===== src/vector_euclidean_distance_assert.svh =====
// Assertion macros for the vector Euclidean distance block
`ifndef VECTOR_EUCLIDEAN_DISTANCE_ASSERT_SVH
`define VECTOR_EUCLIDEAN_DISTANCE_ASSERT_SVH
`ifndef SYNTH
`define VED_ASSERT_IMPL(label, clk, rst_n, prop, msg) \
    label: assert property (@(posedge clk) disable iff (!rst_n) prop) else $error(msg);
`define VED_ASSERT_NEXT(label, clk, rst_n, pre, post, msg) \
    label: assert property (@(posedge clk) disable iff (!rst_n) (pre) |=> (post)) else $error(msg);
`else
`define VED_ASSERT_IMPL(label, clk, rst_n, prop, msg)
`define VED_ASSERT_NEXT(label, clk, rst_n, pre, post, msg)
`endif
`endif


===== src/ved_pkg.sv =====
// ----------------------------------------------------------------------------
// ved_pkg
// Shared constants and types for the vector Euclidean distance block.
// ----------------------------------------------------------------------------
package ved_pkg;
    localparam int DEF_MAX_ELEMENTS  = 1024;
    localparam int DEF_FRACTION_BITS = 16;
    localparam int QUEUE_DEPTH = 4;
    localparam int ELEM_W  = 24;
    localparam int DIFF_W  = 60;
    localparam int REFS_W  = 58;
    localparam int DIST_W  = 30;
    localparam int PCT_W   = 32;
    localparam int ROOT_W  = 32;

    typedef struct packed {
        logic [DIFF_W-1:0] diff_sum;
        logic [REFS_W-1:0] ref_sum;
        logic              sat;
    } t_job;
endpackage


===== src/ved_front.sv =====
// ----------------------------------------------------------------------------
// ved_front
// Accepts element pairs, accumulates saturating square sums, and pushes a
// job at each final element.
// ----------------------------------------------------------------------------
module ved_front #(
    parameter int MAX_ELEMENTS = ved_pkg::DEF_MAX_ELEMENTS
) (
    input  logic                              i_clk,
    input  logic                              i_rst_n,
    input  logic                              i_valid,
    output logic                              o_stall,
    input  logic signed [ved_pkg::ELEM_W-1:0] i_reference_value,
    input  logic signed [ved_pkg::ELEM_W-1:0] i_current_value,
    input  logic                              i_final_element,
    output logic                              o_job_valid,
    output ved_pkg::t_job                     o_job,
    input  logic                              i_job_full
);
    localparam int CNT_W = $clog2(MAX_ELEMENTS + 1);
    localparam logic [CNT_W-1:0] CNT_MAX = CNT_W'(MAX_ELEMENTS);
    localparam logic [ved_pkg::DIFF_W-1:0] DIFF_MAX = '1;
    localparam logic [ved_pkg::REFS_W-1:0] REFS_MAX = '1;

    logic [ved_pkg::DIFF_W-1:0] r_diff, n_diff;
    logic [ved_pkg::REFS_W-1:0] r_refs, n_refs;
    logic [CNT_W-1:0]           r_cnt, n_cnt;
    logic                       r_sat, n_sat;

    // stage 1: squares registered
    logic                       r_s1_v, r_s1_last;
    logic [49:0]                r_dsq;
    logic [47:0]                r_rsq;
    logic                       r_s1_csat;

    logic signed [ved_pkg::ELEM_W:0] w_d;
    logic [ved_pkg::ELEM_W:0]        w_da;
    logic [ved_pkg::ELEM_W-1:0]      w_ra;
    logic                            w_acc;
    logic [ved_pkg::DIFF_W:0]        w_dsum;
    logic [ved_pkg::REFS_W:0]        w_rsum;

    assign o_stall = i_job_full;
    assign w_acc   = i_valid && !o_stall;
    assign w_d     = (ved_pkg::ELEM_W+1)'(i_current_value) - (ved_pkg::ELEM_W+1)'(i_reference_value);
    assign w_da    = w_d[ved_pkg::ELEM_W] ? ved_pkg::ELEM_W'(0) - w_d : w_d;
    assign w_ra    = i_reference_value[ved_pkg::ELEM_W-1] ?
                     ved_pkg::ELEM_W'(0) - i_reference_value : i_reference_value;

    always_ff @(posedge i_clk) begin
        if (!i_rst_n) begin
            r_s1_v <= 1'b0;
        end else begin
            r_s1_v <= w_acc;
        end
        if (w_acc) begin
            r_dsq     <= 50'(w_da) * 50'(w_da);
            r_rsq     <= 48'(w_ra) * 48'(w_ra);
            r_s1_last <= i_final_element;
        end
    end

    always_comb begin
        n_diff = r_diff;
        n_refs = r_refs;
        n_cnt  = r_cnt;
        n_sat  = r_sat;
        w_dsum = {1'b0, r_diff} + (ved_pkg::DIFF_W+1)'(r_dsq);
        w_rsum = {1'b0, r_refs} + (ved_pkg::REFS_W+1)'(r_rsq);
        if (r_s1_v) begin
            if (r_cnt >= CNT_MAX) begin
                n_sat = 1'b1;
            end else begin
                n_cnt = r_cnt + CNT_W'(1);
            end
            if (w_dsum[ved_pkg::DIFF_W]) begin
                n_diff = DIFF_MAX;
                n_sat  = 1'b1;
            end else begin
                n_diff = w_dsum[ved_pkg::DIFF_W-1:0];
            end
            if (w_rsum[ved_pkg::REFS_W]) begin
                n_refs = REFS_MAX;
                n_sat  = 1'b1;
            end else begin
                n_refs = w_rsum[ved_pkg::REFS_W-1:0];
            end
        end
    end

    assign o_job_valid     = r_s1_v && r_s1_last;
    assign o_job.diff_sum  = n_diff;
    assign o_job.ref_sum   = n_refs;
    assign o_job.sat       = n_sat;
    assign r_s1_csat       = 1'b0;

    always_ff @(posedge i_clk) begin
        if (!i_rst_n) begin
            r_diff <= '0;
            r_refs <= '0;
            r_cnt  <= '0;
            r_sat  <= 1'b0;
        end else if (o_job_valid) begin
            r_diff <= '0;
            r_refs <= '0;
            r_cnt  <= '0;
            r_sat  <= r_s1_csat;
        end else begin
            r_diff <= n_diff;
            r_refs <= n_refs;
            r_cnt  <= n_cnt;
            r_sat  <= n_sat;
        end
    end
endmodule


===== src/ved_queue.sv =====
// ----------------------------------------------------------------------------
// ved_queue
// Short job queue between front and back. Full leaves one slot spare for
// the job already in the square stage.
// ----------------------------------------------------------------------------
module ved_queue #(
    parameter int DEPTH = ved_pkg::QUEUE_DEPTH
) (
    input  logic          i_clk,
    input  logic          i_rst_n,
    input  logic          i_push,
    input  ved_pkg::t_job i_data,
    output logic          o_full,
    output logic          o_valid,
    output ved_pkg::t_job o_data,
    input  logic          i_pop
);
    localparam int AW = $clog2(DEPTH);
    ved_pkg::t_job    r_mem [DEPTH];
    logic [AW-1:0]    r_wp, r_rp;
    logic [AW:0]      r_cnt;

    assign o_valid = r_cnt != '0;
    assign o_full  = r_cnt >= (AW+1)'(DEPTH - 1);
    assign o_data  = r_mem[r_rp];

    always_ff @(posedge i_clk) begin
        if (i_push) begin
            r_mem[r_wp] <= i_data;
        end
    end

    always_ff @(posedge i_clk) begin
        if (!i_rst_n) begin
            r_wp  <= '0;
            r_rp  <= '0;
            r_cnt <= '0;
        end else begin
            if (i_push) begin
                r_wp <= r_wp + AW'(1);
            end
            if (i_pop && o_valid) begin
                r_rp <= r_rp + AW'(1);
            end
            r_cnt <= r_cnt + (AW+1)'(i_push) - (AW+1)'(i_pop && o_valid);
        end
    end
endmodule


===== src/ved_back.sv =====
// ----------------------------------------------------------------------------
// ved_back
// Takes one job, runs two bit-serial square roots, then a restoring divide
// for a nonzero-reference percent, and holds the result until taken.
// ----------------------------------------------------------------------------
`include "vector_euclidean_distance_assert.svh"
module ved_back #(
    parameter int FRACTION_BITS = ved_pkg::DEF_FRACTION_BITS
) (
    input  logic                        i_clk,
    input  logic                        i_rst_n,
    input  logic                        i_job_valid,
    input  ved_pkg::t_job               i_job,
    output logic                        o_job_pop,
    output logic                        o_valid,
    input  logic                        i_stall,
    output logic [ved_pkg::DIST_W-1:0]  o_distance,
    output logic [ved_pkg::PCT_W-1:0]   o_relative_percent,
    output logic                        o_zero_reference,
    output logic                        o_overflowed
);
    localparam logic [2:0] S_IDLE = 3'd0;
    localparam logic [2:0] S_ROOT = 3'd1;
    localparam logic [2:0] S_MUL  = 3'd2;
    localparam logic [2:0] S_DIV  = 3'd3;
    localparam logic [2:0] S_OUT  = 3'd4;
    localparam int NUM_W = 32 + 7 + FRACTION_BITS;
    localparam int QW    = NUM_W;
    localparam int CW    = $clog2(QW + 1);

    logic [2:0]  r_st;
    logic [5:0]  r_step;
    logic [63:0] r_dx, r_dres, r_lx, r_lres, r_bit;
    logic        r_sat;
    logic [NUM_W-1:0] r_num;
    logic [QW-1:0]    r_q;
    logic [32:0]      r_rem;
    logic [CW-1:0]    r_dc;
    logic [63:0]      w_dt, w_lt;
    logic [33:0]      w_rs;

    assign o_job_pop = (r_st == S_IDLE) && i_job_valid;
    assign o_valid   = (r_st == S_OUT);
    assign w_dt      = r_dres + r_bit;
    assign w_lt      = r_lres + r_bit;
    assign w_rs      = {r_rem, r_num[NUM_W-1]};

    always_ff @(posedge i_clk) begin
        if (!i_rst_n) begin
            r_st <= S_IDLE;
        end else begin
            case (r_st)
                S_IDLE: begin
                    if (i_job_valid) begin
                        r_dx   <= 64'(i_job.diff_sum);
                        r_lx   <= 64'(i_job.ref_sum);
                        r_dres <= '0;
                        r_lres <= '0;
                        r_bit  <= 64'd1 << 62;
                        r_sat  <= i_job.sat;
                        r_st   <= S_ROOT;
                    end
                end
                S_ROOT: begin
                    if (r_dx >= w_dt) begin
                        r_dx   <= r_dx - w_dt;
                        r_dres <= (r_dres >> 1) + r_bit;
                    end else begin
                        r_dres <= r_dres >> 1;
                    end
                    if (r_lx >= w_lt) begin
                        r_lx   <= r_lx - w_lt;
                        r_lres <= (r_lres >> 1) + r_bit;
                    end else begin
                        r_lres <= r_lres >> 1;
                    end
                    r_bit <= r_bit >> 2;
                    if (r_bit[0]) begin
                        r_st <= S_MUL;
                    end
                end
                S_MUL: begin
                    r_num <= NUM_W'(39'(r_dres[31:0]) * 39'd100) << FRACTION_BITS;
                    r_rem <= '0;
                    r_q   <= '0;
                    r_dc  <= CW'(QW);
                    r_st  <= (r_lres == '0) ? S_OUT : S_DIV;
                end
                S_DIV: begin
                    if (w_rs >= 34'(r_lres[31:0])) begin
                        r_rem <= 33'(w_rs - 34'(r_lres[31:0]));
                        r_q   <= {r_q[QW-2:0], 1'b1};
                    end else begin
                        r_rem <= w_rs[32:0];
                        r_q   <= {r_q[QW-2:0], 1'b0};
                    end
                    r_num <= r_num << 1;
                    r_dc  <= r_dc - CW'(1);
                    if (r_dc == CW'(1)) begin
                        r_st <= S_OUT;
                    end
                end
                S_OUT: begin
                    if (!i_stall) begin
                        r_st <= S_IDLE;
                    end
                end
                default: r_st <= S_IDLE;
            endcase
        end
    end

    assign r_step             = '0;
    assign o_distance         = r_dres[ved_pkg::DIST_W-1:0];
    assign o_zero_reference   = (r_lres == '0);
    assign o_overflowed       = r_sat;
    assign o_relative_percent = o_zero_reference ? '0 :
                                (|r_q[QW-1:32] ? '1 : r_q[31:0]) | 32'(r_step);

    `VED_ASSERT_NEXT(a_out_hold, i_clk, i_rst_n, o_valid && i_stall, o_valid && $stable(o_distance), "result dropped while stalled")
    `VED_ASSERT_IMPL(a_pop_idle, i_clk, i_rst_n, o_job_pop |-> !o_valid, "job taken while busy")
    `VED_ASSERT_NEXT(a_zero_pct, i_clk, i_rst_n, 1'b1, !(o_valid && o_zero_reference) || o_relative_percent == '0, "nonzero percent on zero reference")
endmodule


===== src/vector_euclidean_distance.sv =====
// The final element's job passes the square register and the job queue to the
// back end: a 32-step square root, one multiply step, a 39+FRACTION_BITS step
// divide (skipped on a zero reference), then o_valid. Throughput: one element
// pair per cycle while o_stall is low; the back end takes a new job only after
// its last result is taken; a four-job queue absorbs short vectors.
// Reset: synchronous active low; clears sums, counts, queue and state.
// ----------------------------------------------------------------------------
// vector_euclidean_distance
// Front accumulator, job queue and root/divide back end.
// ----------------------------------------------------------------------------
module vector_euclidean_distance #(
    parameter int MAX_ELEMENTS  = ved_pkg::DEF_MAX_ELEMENTS,
    parameter int FRACTION_BITS = ved_pkg::DEF_FRACTION_BITS
) (
    input  logic                              i_clk,
    input  logic                              i_rst_n,
    input  logic                              i_valid,
    output logic                              o_stall,
    input  logic signed [ved_pkg::ELEM_W-1:0] i_reference_value,
    input  logic signed [ved_pkg::ELEM_W-1:0] i_current_value,
    input  logic                              i_final_element,
    output logic                              o_valid,
    input  logic                              i_stall,
    output logic [ved_pkg::DIST_W-1:0]        o_distance,
    output logic [ved_pkg::PCT_W-1:0]         o_relative_percent,
    output logic                              o_zero_reference,
    output logic                              o_overflowed
);
    logic          w_push, w_full, w_qv, w_pop;
    ved_pkg::t_job w_jin, w_jout;

    ved_front #(.MAX_ELEMENTS(MAX_ELEMENTS)) u_front (
        .i_clk, .i_rst_n, .i_valid, .o_stall,
        .i_reference_value, .i_current_value, .i_final_element,
        .o_job_valid(w_push), .o_job(w_jin), .i_job_full(w_full)
    );

    ved_queue #(.DEPTH(ved_pkg::QUEUE_DEPTH)) u_queue (
        .i_clk, .i_rst_n, .i_push(w_push), .i_data(w_jin), .o_full(w_full),
        .o_valid(w_qv), .o_data(w_jout), .i_pop(w_pop)
    );

    ved_back #(.FRACTION_BITS(FRACTION_BITS)) u_back (
        .i_clk, .i_rst_n, .i_job_valid(w_qv), .i_job(w_jout), .o_job_pop(w_pop),
        .o_valid, .i_stall, .o_distance, .o_relative_percent,
        .o_zero_reference, .o_overflowed
    );
endmodule

===== config.mk =====
export PLATFORM = sky130hd
export DESIGN_NAME = vector_euclidean_distance
export DESIGN_NICKNAME = d
export VERILOG_FILES = /design/src/ved_pkg.sv /design/src/ved_front.sv /design/src/ved_queue.sv /design/src/ved_back.sv /design/src/vector_euclidean_distance.sv
export VERILOG_INCLUDE_DIRS = /design/src /design/src/src
export SDC_FILE = /design/constraint.sdc
export NUM_CORES = 2
export LEC_CHECK = 0
export BUFFER_PORTS_ARGS = -buffer_cell sky130_fd_sc_hd__buf_2
export CAP_MARGIN = 20
export CORE_MARGIN = 2
export CORE_UTILIZATION = 59
export DETAILED_ROUTE_END_ITERATION = 8
export PLACE_DENSITY = 0.75
export REMOVE_ABC_BUFFERS = 1
export SLEW_MARGIN = 10
export SYNTH_ARGS = -nofsm -noshare
export SYNTH_HDL_FRONTEND = slang
export SYNTH_SLANG_ARGS = --single-unit

===== constraint.sdc =====
create_clock -name i_clk -period 9.49 [get_ports i_clk]
set_input_delay 0.949 -clock i_clk [delete_from_list [all_inputs] [get_ports i_clk]]
set_output_delay 0.949 -clock i_clk [all_outputs]
set_load 0.01 [all_outputs]

==> flow_summary.ini <==
[detailed_routing]
drc = 0
drt_iter0_drc = 6867
routed_wl_um = 284000
avgRoutedWirePerCell_um = 20.5
vias_per_cell = 5.91
via_count = 81800
firstDrtPassIters = 7
detail-route-antenna-nets = 0

[synth]
synth_edf_count = 993
synth_area_per_cell_um2 = 9.88
yosysMostFrequentCell = inv_1
synth_common_cells = 1,414 x inv_1, 1,049 x nor2_1, 993 x edfxtp_1
async_reset_ff_share_pct = 0
ys_seq_elements = 1136
synth_area_leader_cell = edfxtp_1
yosys-top-cells-area = edfxtp_1 28%, fa_1 17%, ha_1 10%
syn-instance-count = 10700
synth_flop_cell = edfxtp_1
yosys.cell_types.count = 102
synth_top_area_share_pct = 28.2
synth.cell_area_um2 = 106000
seq_area_frac_synth_pct = 30.9
ys_warn_count = 0

[cells_and_area]
fillers = 13800
area_growth_pct = 13.3
layout-drive-gt1-share_pct = 14.7
nNetsFinal = 13200

[timing]
finalCritPeriodShare_pct = 101
rsz0062_at_grt = yes
worst_pin_slew_ns = 1.09
setup_ws_ns = -0.0612
skew_ns = 0.0525
slew_headroom_pct = 27.3
report.final.slew_viol_count = 0
hold_viol = 0
min_period_ns = 9.55
max_freq_ghz = 0.105
setup_violations = 1

[setup_path]
regToRegStartpoint = u_back.r_dres[2]
cp_slowest_cell = fa_1
cpMostUsedCell = fa_1
ff2ff_setup_slack_ns = 1.83
cpPeakStageDelay_ns = 0.57
worstSetupPathType = input pin to flop
r2r_cells = 23
worstPathArrival_ns = 10.05
end_kind = flop
worstSetupStartpointType = input pin
cp.required_ns = 9.99
worstPathMaxFanout = 8
regToRegEndpoint = u_back.r_dres[9]

[min_path]
hp-start = i_final_element
whs_path_depth = 1
hold-path-endpoint = u_front.r_s1_last
holdCritPathClass = input pin to flop

[clocking]
cts_hold_buf = 0
cts_max_level = 3
numCtsBuffers = 111
cts_tree = yes
root_buffer = clkbuf_16
clkLatencyLatePin_ns = 0.77
tritoncts_num_sinks = 1136
cts_buffer_depth = 3
clk_pin_slew_ns = 0.06

[place]
dp_hpwl_um = 220000
pre_cts_slack_ns = -1.45
gp_congestion = 0.995
numPortBuffers = 118

[die]
die_area_um2 = 183000
core-area_um2 = 178000
initial_utilization_pct = 59.3
io_pins = 119
fp.dieW_um = 427
dieHeight_um = 427
rows = 155

[global_routing]
gr-total-overflow = 0
grtUsageTotal_pct = 31.0
first_global_vias = 83000
grt_max_degree = 225
antenna_found_initial = 2
grt_pass1_wl_um = 448000

[outcome]
status = finished, violations left
violations = negative setup slack

[run]
cap_violations = 0
## how the worst max path moves through the flow
stage,start,to,slack (ns),cells after the start
2_1_floorplan,u_back.r_dres[2],u_back.r_dx[0],-3.08,22
3_3_place_gp,i_reference_value[0],u_front.r_dsq[45],-1.30,39
3_5_place_dp,i_reference_value[0],u_front.r_dsq[47],-1.45,44
4_1_cts,i_reference_value[1],u_front.r_dsq[48],0.003,42
5_1_grt,i_current_value[0],u_front.r_dsq[48],-0.30,43
6_report,i_reference_value[0],u_front.r_dsq[48],-0.06,41
## worst max-delay path, delay by kind of cell
kind                     cells  cell delay [ns]
XOR/XNOR                     3             0.46
AND/OR/NAND/NOR              4             0.45
AO/OA/AOI/OAI               12             2.43
adder cells (fa/ha/maj)     10             4.36
buffers and inverters       12             1.37
## metal layers
metal	global-route usage [%]	vias to the layer above	share of wire, %
li1	-	38100	-
met1	41.6	40300	42
met2	51.9	2783	48
met3	3.33	595	5.9
met4	11.6	4	4.1
met5	0	-	0.0095
## placed cells by master (no fill, tap or decap), types with 70 or more instances in the layout
cell       instances
nor2_1          1018
ha_1             855
inv_1           1373
a211oi_1          89
buf_2            116
fa_1             902
o21a_1            72
xor2_1           260
a31oi_1          215
o21bai_1          87
and2_1           170
nand3_1          119
a21oi_1          508
dfxtp_1          139
clkbuf_16        117
nand2b_1          86
and3_1           154
nor2b_1           70
nand4_1          130
buf_4            799
edfxtp_1         993
o21ai_0          445
mux4_2           119
nor3_1           102
a21o_1           312
xnor2_1          393
nand2_1          770
## kinds of logic after synthesis
group,Yosys count,synth area share [%]
AO/OA/AOI/OAI,2163,13.2
XOR/XNOR,676,5.67
flip-flops,1136,30.9
AND/OR/NAND/NOR,2882,12.6
multiplexers,169,3.01
adder cells (fa/ha/maj),1800,27.8
other,2,0.00710
buffers and inverters,1876,6.84
## sequential cells by signal (all words and copies together) (netlist names), named ones only
| name | flops |
|---|---|
| u_back.o_overflowed | 1 |
| u_back.r_bit | 32 |
| u_back.r_dc | 6 |
| u_back.r_dres | 64 |
| u_back.r_dx | 64 |
| u_back.r_lres | 64 |
| u_back.r_lx | 64 |
| u_back.r_num | 37 |
| u_back.r_q | 55 |
| u_back.r_rem | 33 |
| u_back.r_st | 3 |
| u_front.r_cnt | 11 |
| u_front.r_diff | 60 |
| u_front.r_dsq | 49 |
| u_front.r_refs | 58 |
| u_front.r_rsq | 47 |
| u_front.r_s1_last | 1 |
| u_front.r_s1_v | 1 |
| u_front.r_sat | 1 |
| u_queue.r_cnt | 3 |
| u_queue.r_mem | 476 |
| u_queue.r_rp | 2 |
| u_queue.r_wp | 2 |
## per-stage QoR
step	std cells	utilization (%)	setup TNS [ns]	area, µm²	hold WS, ns
after CTS	13800	66.4	0	118000	0.321
after global placement	13600	63.9	-26.89	114000	0.487
final	13800	67.2	-0.0612	120000	0.368
after detailed placement	13600	63.9	-33.67	114000	0.498
after global routing	13800	67.2	-1.68	120000	0.356
after floorplan	10300	-	-264.42	104000	0.465
## layout make-up
cell class / instances / area, µm² / share of cell area (%)
antenna: 1 / 2.50 / 0.00209
clock buffer: 138 / 3050 / 2.55
clock inverter: 72 / 800 / 0.667
inverter: 1436 / 5420 / 4.52
multi-input combinational: 7726 / 67300 / 56.2
sequential: 1136 / 32700 / 27.3
tap: 2355 / 2950 / 2.46
timing repair buffer: 982 / 7630 / 6.36
timing repair inverter: 1 / 7.51 / 0.00626
## repair_timing
item                       4_1_cts  5_1_grt
gates resized for setup         82      265
setup endpoints to repair       18       30
gates cloned                     1        6
pin swaps                       43      135
setup buffers                   17       54
Power is left out: the tool's default activity adds up to more than one toggle a clock period on the data nets, which glitch-free logic cannot reach.
